--- config.mk ---
export PLATFORM = sky130hd
export DESIGN_NAME = base64_stream_decoder
export DESIGN_NICKNAME = d
export VERILOG_FILES = /design/src/b64d_pkg.sv /design/src/b64d_front.sv /design/src/b64d_queue.sv /design/src/b64d_back.sv /design/src/base64_stream_decoder.sv
export SDC_FILE = /design/constraint.sdc
export NUM_CORES = 1
export LEC_CHECK = 0
export BUFFER_PORTS_ARGS = -buffer_cell sky130_fd_sc_hd__clkbuf_2
export CORE_ASPECT_RATIO = 1.25
export CORE_MARGIN = 2
export CORE_UTILIZATION = 53
export DETAILED_ROUTE_END_ITERATION = 10
export GPL_TIMING_DRIVEN = 0
export HOLD_SLACK_MARGIN = 0.05
export PLACE_DENSITY_LB_ADDON = 0.05
export SLEW_MARGIN = 40
export SYNTH_ARGS = -nofsm -noshare
export SYNTH_HDL_FRONTEND = slang
export SYNTH_SLANG_ARGS = --single-unit
--- constraint.sdc ---
create_clock -name clk -period 2.4 [get_ports clk]
set_clock_uncertainty 0.2 [all_clocks]
set_input_delay 0.6 -clock clk [delete_from_list [all_inputs] [get_ports clk]]
set_output_delay 0.6 -clock clk [all_outputs]
set_load 0.05 [all_outputs]
--- src/b64d_pkg.sv ---
// Shared types, constants and the character decode function for the base64 stream decoder.
package b64d_pkg;

  localparam int COUNT_WIDTH = 16;
  localparam int BYTE_COUNT_WIDTH = 16;

  localparam logic [7:0] CH_PLUS       = 8'd43;
  localparam logic [7:0] CH_SLASH      = 8'd47;
  localparam logic [7:0] CH_MINUS      = 8'd45;
  localparam logic [7:0] CH_UNDERSCORE = 8'd95;
  localparam logic [7:0] CH_DIGIT_0    = 8'd48;
  localparam logic [7:0] CH_DIGIT_9    = 8'd57;
  localparam logic [7:0] CH_UPPER_A    = 8'd65;
  localparam logic [7:0] CH_UPPER_Z    = 8'd90;
  localparam logic [7:0] CH_LOWER_A    = 8'd97;
  localparam logic [7:0] CH_LOWER_Z    = 8'd122;
  localparam logic [7:0] CH_PAD        = 8'd61;
  localparam logic [7:0] CH_PRINT_LO   = 8'h21;
  localparam logic [7:0] CH_PRINT_HI   = 8'h7E;

  localparam logic [5:0] SEXTET_62 = 6'd62;
  localparam logic [5:0] SEXTET_63 = 6'd63;

  typedef struct packed {
    logic [7:0] char_code;
    logic       end_of_text;
  } char_item_t;

  typedef struct packed {
    logic [7:0]                  data_byte;
    logic                        is_final;
    logic                        decode_error;
    logic [BYTE_COUNT_WIDTH-1:0] byte_count;
  } result_item_t;

  typedef struct packed {
    logic       ok;
    logic [5:0] val;
  } sextet_t;

  // Classified character, as handed from the front to the back.
  typedef struct packed {
    logic       end_of_text;
    logic       printable;
    logic       is_pad;
    logic       sextet_ok;
    logic [5:0] sextet;
  } class_item_t;

  typedef enum logic [1:0] {
    PH_FIRST,
    PH_SECOND,
    PH_THIRD,
    PH_FOURTH
  } phase_t;

  function automatic sextet_t sextet_of(input logic [7:0] ch, input logic url);
    sextet_t    s;
    logic [7:0] c62;
    logic [7:0] c63;
    logic [7:0] t;
    c62 = url ? CH_MINUS : CH_PLUS;
    c63 = url ? CH_UNDERSCORE : CH_SLASH;
    s.ok = 1'b1;
    s.val = 6'd0;
    t = 8'd0;
    if (ch == c62) begin
      s.val = SEXTET_62;
    end else if (ch == c63) begin
      s.val = SEXTET_63;
    end else if (ch >= CH_DIGIT_0 && ch <= CH_DIGIT_9) begin
      t = ch + 8'd4;
      s.val = t[5:0];
    end else if (ch >= CH_UPPER_A && ch <= CH_UPPER_Z) begin
      t = ch - CH_UPPER_A;
      s.val = t[5:0];
    end else if (ch >= CH_LOWER_A && ch <= CH_LOWER_Z) begin
      t = ch - 8'd71;
      s.val = t[5:0];
    end else begin
      s.ok = 1'b0;
    end
    return s;
  endfunction

endpackage

--- src/b64d_front.sv ---
// Front stage: accepts characters, holds the alphabet register and classifies each item.
module b64d_front (
  input  logic                  clk,
  input  logic                  rst,
  input  logic                  char_valid,
  output logic                  char_stall,
  input  b64d_pkg::char_item_t  char_item,
  input  logic                  cfg_valid,
  output logic                  cfg_ready,
  input  logic                  cfg_data,
  output logic                  cls_valid,
  input  logic                  cls_ready,
  output b64d_pkg::class_item_t cls_item
);

  logic                  url_alphabet;
  logic                  stage_valid;
  b64d_pkg::class_item_t stage_item;
  b64d_pkg::class_item_t classified;
  b64d_pkg::sextet_t     sx;
  logic                  load;

  assign cfg_ready = 1'b1;

  always_ff @(posedge clk) begin
    if (rst) begin
      url_alphabet <= 1'b0;
    end else if (cfg_valid) begin
      url_alphabet <= cfg_data;
    end
  end

  always_comb begin
    sx = b64d_pkg::sextet_of(char_item.char_code, url_alphabet);
    classified.end_of_text = char_item.end_of_text;
    classified.printable   = (char_item.char_code >= b64d_pkg::CH_PRINT_LO) &&
                             (char_item.char_code <= b64d_pkg::CH_PRINT_HI);
    classified.is_pad      = (char_item.char_code == b64d_pkg::CH_PAD);
    classified.sextet_ok   = sx.ok;
    classified.sextet      = sx.val;
  end

  // The stage register frees up whenever the queue takes its item.
  assign load       = !stage_valid || cls_ready;
  assign char_stall = !load;

  always_ff @(posedge clk) begin
    if (rst) begin
      stage_valid <= 1'b0;
    end else if (load) begin
      stage_valid <= char_valid;
    end
  end

  always_ff @(posedge clk) begin
    if (load && char_valid) begin
      stage_item <= classified;
    end
  end

  assign cls_valid = stage_valid;
  assign cls_item  = stage_item;

endmodule

--- src/b64d_queue.sv ---
// Two-entry queue between the classifying front and the decoding back.
module b64d_queue (
  input  logic                  clk,
  input  logic                  rst,
  input  logic                  push_valid,
  output logic                  push_ready,
  input  b64d_pkg::class_item_t push_item,
  output logic                  pop_valid,
  input  logic                  pop_ready,
  output b64d_pkg::class_item_t pop_item
);

  b64d_pkg::class_item_t slots [2];
  logic                  wr_ptr;
  logic                  rd_ptr;
  logic [1:0]            fill;
  logic                  do_push;
  logic                  do_pop;

  assign push_ready = (fill != 2'd2);
  assign pop_valid  = (fill != 2'd0);
  assign pop_item   = slots[rd_ptr];
  assign do_push    = push_valid && push_ready;
  assign do_pop     = pop_valid && pop_ready;

  always_ff @(posedge clk) begin
    if (rst) begin
      wr_ptr <= 1'b0;
      rd_ptr <= 1'b0;
      fill   <= 2'd0;
    end else begin
      if (do_push) begin
        wr_ptr <= !wr_ptr;
      end
      if (do_pop) begin
        rd_ptr <= !rd_ptr;
      end
      if (do_push && !do_pop) begin
        fill <= fill + 2'd1;
      end else if (do_pop && !do_push) begin
        fill <= fill - 2'd1;
      end
    end
  end

  always_ff @(posedge clk) begin
    if (do_push) begin
      slots[wr_ptr] <= push_item;
    end
  end

endmodule

--- src/b64d_back.sv ---
// Back stage: group state machine, byte assembly, byte counter and result register.
module b64d_back (
  input  logic                   clk,
  input  logic                   rst,
  input  logic                   cls_valid,
  output logic                   cls_ready,
  input  b64d_pkg::class_item_t  cls_item,
  output logic                   res_valid,
  input  logic                   res_stall,
  output b64d_pkg::result_item_t res_item
);

  localparam int WIDE_WIDTH = b64d_pkg::COUNT_WIDTH + b64d_pkg::BYTE_COUNT_WIDTH;

  b64d_pkg::phase_t                  phase;
  b64d_pkg::phase_t                  phase_next;
  logic [5:0]                        prior_sextet;
  logic [5:0]                        prior_sextet_next;
  logic                              stopped_ok;
  logic                              stopped_ok_next;
  logic                              failed;
  logic                              failed_next;
  logic [b64d_pkg::COUNT_WIDTH-1:0]  bytes_out;
  logic [b64d_pkg::COUNT_WIDTH-1:0]  bytes_out_next;
  logic                              take;
  logic                              emit;
  b64d_pkg::result_item_t            result;
  logic [WIDE_WIDTH-1:0]             wide_count;
  logic                              halted;
  logic                              good;

  assign take      = cls_valid && (!res_valid || !res_stall);
  assign cls_ready = !res_valid || !res_stall;
  assign halted    = stopped_ok || failed;
  assign good      = cls_item.sextet_ok;

  // Next state of the group sequencer and stream status.
  always_comb begin
    phase_next        = phase;
    prior_sextet_next = prior_sextet;
    stopped_ok_next   = stopped_ok;
    failed_next       = failed;
    bytes_out_next    = bytes_out;
    if (cls_item.end_of_text) begin
      phase_next        = b64d_pkg::PH_FIRST;
      prior_sextet_next = 6'd0;
      stopped_ok_next   = 1'b0;
      failed_next       = 1'b0;
      bytes_out_next    = '0;
    end else if (!halted) begin
      unique case (phase)
        b64d_pkg::PH_FIRST: begin
          if (!cls_item.printable) begin
            stopped_ok_next = 1'b1;
          end else if (!good) begin
            failed_next = 1'b1;
          end else begin
            prior_sextet_next = cls_item.sextet;
            phase_next        = b64d_pkg::PH_SECOND;
          end
        end
        b64d_pkg::PH_SECOND: begin
          if (!good) begin
            failed_next = 1'b1;
          end else begin
            prior_sextet_next = cls_item.sextet;
            phase_next        = b64d_pkg::PH_THIRD;
          end
        end
        b64d_pkg::PH_THIRD: begin
          if (cls_item.is_pad) begin
            stopped_ok_next = 1'b1;
          end else if (!good) begin
            failed_next = 1'b1;
          end else begin
            prior_sextet_next = cls_item.sextet;
            phase_next        = b64d_pkg::PH_FOURTH;
          end
        end
        b64d_pkg::PH_FOURTH: begin
          if (cls_item.is_pad) begin
            stopped_ok_next = 1'b1;
          end else if (!good) begin
            failed_next = 1'b1;
          end else begin
            prior_sextet_next = cls_item.sextet;
            phase_next        = b64d_pkg::PH_FIRST;
          end
        end
        default: begin
          phase_next = b64d_pkg::PH_FIRST;
        end
      endcase
      if (emit && bytes_out != {b64d_pkg::COUNT_WIDTH{1'b1}}) begin
        bytes_out_next = bytes_out + 1'b1;
      end
    end
  end

  // Result for the item at the head of the queue.
  always_comb begin
    emit                = 1'b0;
    result.data_byte    = 8'd0;
    result.is_final     = 1'b0;
    result.decode_error = 1'b0;
    result.byte_count   = '0;
    wide_count          = {{b64d_pkg::BYTE_COUNT_WIDTH{1'b0}}, bytes_out};
    if (cls_item.end_of_text) begin
      emit                = 1'b1;
      result.is_final     = 1'b1;
      result.decode_error = failed || (!stopped_ok && phase == b64d_pkg::PH_SECOND);
      if (wide_count > WIDE_WIDTH'(16'hFFFF)) begin
        result.byte_count = 16'hFFFF;
      end else begin
        result.byte_count = wide_count[b64d_pkg::BYTE_COUNT_WIDTH-1:0];
      end
    end else if (!halted && good) begin
      unique case (phase)
        b64d_pkg::PH_FIRST: begin
          emit = 1'b0;
        end
        b64d_pkg::PH_SECOND: begin
          emit             = 1'b1;
          result.data_byte = {prior_sextet, cls_item.sextet[5:4]};
        end
        b64d_pkg::PH_THIRD: begin
          emit             = !cls_item.is_pad;
          result.data_byte = {prior_sextet[3:0], cls_item.sextet[5:2]};
        end
        b64d_pkg::PH_FOURTH: begin
          emit             = !cls_item.is_pad;
          result.data_byte = {prior_sextet[1:0], cls_item.sextet};
        end
        default: begin
          emit = 1'b0;
        end
      endcase
      if (!emit) begin
        result.data_byte = 8'd0;
      end
    end
  end

  always_ff @(posedge clk) begin
    if (rst) begin
      phase        <= b64d_pkg::PH_FIRST;
      prior_sextet <= 6'd0;
      stopped_ok   <= 1'b0;
      failed       <= 1'b0;
      bytes_out    <= '0;
    end else if (take) begin
      phase        <= phase_next;
      prior_sextet <= prior_sextet_next;
      stopped_ok   <= stopped_ok_next;
      failed       <= failed_next;
      bytes_out    <= bytes_out_next;
    end
  end

  always_ff @(posedge clk) begin
    if (rst) begin
      res_valid <= 1'b0;
    end else if (cls_ready) begin
      res_valid <= take && emit;
    end
  end

  always_ff @(posedge clk) begin
    if (take && emit) begin
      res_item <= result;
    end
  end

endmodule

--- src/base64_stream_decoder.sv ---
// Top level of the streaming base64 decoder: front, queue and back wired together.
//
// Usage:
//   char channel: one text character per item (char_valid, char_stall,
//     char_item). An item with end_of_text set closes the stream; its
//     char_code is ignored.
//   res channel: at most one result item per input item (res_valid,
//     res_stall, res_item). Data bytes come on the second, third and
//     fourth character of each group; the end item yields a final item
//     with the status and the saturating byte count.
//   cfg channel: cfg_data sets the alphabet (0 standard, 1 URL-safe).
//     cfg_ready is always high; write only while the block is idle.
// Timing: one item per cycle sustained while res_stall is low. The classify
//   register loads at the accepting edge; the item then passes through the
//   two-entry queue into the result register, which drives res_valid.
// Reset: rst clears the stream state, the queue and the alphabet select.
//   After each end item the stream state clears again for the next text.
// Stall: when res_stall holds the result register, the queue fills, then
//   the front register holds and char_stall rises; nothing is dropped.
module base64_stream_decoder (
  input  logic                   clk,
  input  logic                   rst,
  input  logic                   char_valid,
  output logic                   char_stall,
  input  b64d_pkg::char_item_t   char_item,
  output logic                   res_valid,
  input  logic                   res_stall,
  output b64d_pkg::result_item_t res_item,
  input  logic                   cfg_valid,
  output logic                   cfg_ready,
  input  logic                   cfg_data
);

  // Classified items from the front into the queue.
  logic                  front_valid;
  logic                  front_ready;
  b64d_pkg::class_item_t front_item;

  // Queue head into the back.
  logic                  head_valid;
  logic                  head_ready;
  b64d_pkg::class_item_t head_item;

  // Classify each character and track the alphabet register.
  b64d_front u_front (
    .clk        (clk),
    .rst        (rst),
    .char_valid (char_valid),
    .char_stall (char_stall),
    .char_item  (char_item),
    .cfg_valid  (cfg_valid),
    .cfg_ready  (cfg_ready),
    .cfg_data   (cfg_data),
    .cls_valid  (front_valid),
    .cls_ready  (front_ready),
    .cls_item   (front_item)
  );

  // Decouple the front from a stalled back.
  b64d_queue u_queue (
    .clk        (clk),
    .rst        (rst),
    .push_valid (front_valid),
    .push_ready (front_ready),
    .push_item  (front_item),
    .pop_valid  (head_valid),
    .pop_ready  (head_ready),
    .pop_item   (head_item)
  );

  // Advance the group state and build the result items.
  b64d_back u_back (
    .clk       (clk),
    .rst       (rst),
    .cls_valid (head_valid),
    .cls_ready (head_ready),
    .cls_item  (head_item),
    .res_valid (res_valid),
    .res_stall (res_stall),
    .res_item  (res_item)
  );

endmodule
==> summary.md <==
| Metric | Value |
|---|---|
| CP required | 2.45 ns |
| Nets | 487 |
| Crit end category | register |
| Routed wire length | just under 9000 um |
| Worst-Skew Late Latency | 0.36 ns |
| Maxcap violations | 0 |
| Slew margin rel. | 61.14% |
| Fill count | 623 |
| Largest net degree at the start of global routing | 27 |
| Critical Path Most Common Cell | buf_6 |
| Crit path kind | reg -> reg |
| Vias | 3203 |
| H-Tree Depth | 3 |
| Die X | 84.59 um |
| Buf+Inv Stages, Crit Path | 2 |
| Commonest non-fill, non-tap cell in the layout | edfxtp_1 |
| GRT overflow | 0 |
| Residual DRC | 0 |
| Xor-xnor portion of the synthesized cell area | 1.628% |
| Num CTS Buffers | 9 |
| Startpoint Class | register |
| CP max FO | 9 |
| Mapped cell area | 4303 um^2 |
| Worst-path cell chain | ha_4 -> nand3_4 -> or4_4 -> buf_6 -> and4_4 -> buf_6 -> and3_1 -> a211o_1 |
| Footprint of the multi-input gates | 1881 um^2 |
| Sink Count | 90 |
| Diode count | 0 |
| Routability cong. | just under 0.9 |
| Clk slew on worst S/H paths | 0.08 ns |
| Commonest non-fill, non-tap cells in the layout | edfxtp_1, clkbuf_2, nor2_1 |
| Compound-gate portion of the synthesized area | between 10% and 20% |
| Largest family of logic cells by synthesized area | simple AND/OR/NAND/NOR gates |
| Post-Route Setup TNS | 0 ns |
| Vias per cell | 5.740 |
| Worst R2R End | u_back.bytes_out[15] |
| Critical Path AT | approximately 2.4 ns |
| Number of nets with antenna violations after routing | 0 |
| Synth unique cells | 57 |
| Clk Tree Root Cell | clkbuf_8 |
| Sequential Area | 2375 um^2 |
| Hold-critical path depth | 1 |
| Antenna violations before repair | 0 |
| Fin area | 4989 um^2 |
| Most area-consuming cells after synthesis | edfxtp_1, dfxtp_1, ha_1, o21ai_0, nor2_1 |
| Static leakage | 1.861 nW |
| Average size of a mapped cell | 10.81 um^2 |
| # hold bufs at CTS | 0 |
| Hpwl dp | around 6000 um |
| Die Ht | 104.7 um |
| Core outline area | 7838 um^2 |
| Synth async-reset ratio | 0% |
| Flops & latches, synth | 90 |
| Final worst-path cycle share | between 90% and 100% |
| CP max stage cell | or4_4 |
| DP Area | 4644 um^2 |
| WL per Instance | 15.57 um |
| Worst hold path class | in -> reg |
| Synth Warn # | 0 |
| Post-Synth Simple-Gate Area | 18.93% |
| Initial DRC count | 250 |
| Hold WS | 0.2184 ns |
| Final setup vio count | 0 |
| Starting Density | 54.90% |
| Prevailing post-synth register cell | edfxtp_1 |
| Mapped Nets | 427 |
| Mux share of post-synthesis cell area | 3.926% |
| R2R setup slack | 0.07 ns |
| Fin. max-slew vios | 0 |
| Ratio of cells with drive above 1 in the final layout | around 23% |
| Input/output buffers | 42 |
| Sequential cell area fraction in the yosys report | a little over half |
| GR Util All Layers | between 10% and 20% |
| Fin. Hold Viols | 0 |
| RSZ-0062 raised after global routing | no |
| Number of enable flip-flop cells after synthesis | 56 |
| Worst R2R Start | u_back.bytes_out[1] |
| Status | finished, final reports clean |
| Period minus WS final | 2.331 ns |
| Adder-cell share of the synthesized area | 4.071% |
| FP Rows | 36 |
| Hold EP | u_front.cls_item[9] |
| Cells after Synth | 398 |
| FMAX | 0.4290 GHz |
| Ports | 44 |
| Share of the synthesized area in the top cell type | 39.08% |
| HP Start | char_item[0] |
| Layout area overhead | 15.93% |
| Slew of the pin with the lowest slew margin | around 0.58 ns |
| Clock buffer depth | 2 |
| TritonCTS clock tree | yes |
| Number of global-route vias before repair | 3016 |
| Pwr/cell area | 907.0 nW/um^2 |
| CP delay by family, top | simple AND/OR/NAND/NOR gates |
| Crit-path max cell delay | roughly 0.50 ns |
| First-pass GRT wire length | 14060 um |
| R2r worst-path depth | 8 |
| Fin util | 63.65% |
| Cell taking the most area after synthesis | edfxtp_1 |
| VDD IR max | 0.6417 mV |
| Die area | 8860 um^2 |
| Pre-Repair DR Iteration Count | 6 |
[report_power, final]
| part | switching [mW] | leakage (nW) | internal [mW] |
|---|---|---|---|
| registers | 0.105 | 0.814 | 1.92 |
| clock network | 0.486 | 0.0918 | 0.476 |
| logic | 1.09 | 0.955 | 0.448 |
| total | 1.68 | 1.86 | 2.84 |
[state kept, by name (all words and copies together) (netlist names), 2 cells and up, named ones only]
signal               cells
u_back.bytes_out        16
u_front.cls_item        10
u_back.res_item         26
u_back.prior_sextet      6
u_queue.fill             2
u_back.phase             2
u_queue.slots           20
[metrics by stage]
step	total power [mW]	std cells	setup WS [ns]
after global placement	3.484	535	-0.4890
after CTS	4.491	551	0.007222
after detailed placement	3.514	535	-0.4468
final	4.524	558	0.06921
after global routing	4.767	558	0.008232
after floorplan	3.159	398	0.03909
[per-layer routing]
layer	GRT usage, %	wire length (um)
met1	22.57	3642
met2	34.93	4491
met3	4.028	326
met4	10.32	227
met5	0	0
[timing repair]
action / in CTS / in global routing
pin swaps: 1 / 2
setup endpoints to repair: 48 / 46
setup buffers: 1 / 7
gates resized for setup: 15 / 19
[logic make-up (layout without fill, tap and decap cells)]
group           Yosys count  in the layout
flops                    90             90
xor+xnor                  8              8
other cells               1              1
mux                      16             16
fa+ha+maj                14             14
simple gates            150            150
buf+inv                  35            100
compound gates           84             84
[layout make-up]
cell class,count,area share [%]
flip-flops and latches,90,47.60
clock inverters,4,0.8779
repair buffers,50,5.418
plain buffers,17,1.981
clock buffers,12,2.709
inverters,17,1.329
well taps,95,2.383
multi-input cells,273,37.70
[how the worst max path moves through the flow]
stage          cells past startpoint                    to  slack, ns                start
6_report                           8  u_back.bytes_out[15]       0.07  u_back.bytes_out[1]
5_1_grt                            6       u_back.phase[1]      0.008             register
4_1_cts                            8  u_back.bytes_out[15]      0.007  u_back.bytes_out[0]
3_5_place_dp                       6   u_back.res_item[21]      -0.45             register
2_1_floorplan                      8  u_back.bytes_out[15]       0.04  u_back.bytes_out[0]
3_3_place_gp                       6   u_back.res_item[23]      -0.49             register
[synth_stat cells, drive strengths merged, types with 3 or more instances]
master  count
a211o       3
a21oi      17
a222oi      6
a31oi       7
and2       15
and3        4
buf         7
clkbuf     11
dfxtp      34
edfxtp     56
ha         14
inv        17
mux2        7
mux2i       9
nand2      24
nand2b      6
nand3      15
nand3b      7
nand4      11
nor2       34
nor2b      10
nor3        6
o211ai      3
o21ai      28
o31ai       3
or3         5
xor2        6
Note: power is estimated with default switching activity, not from simulation.
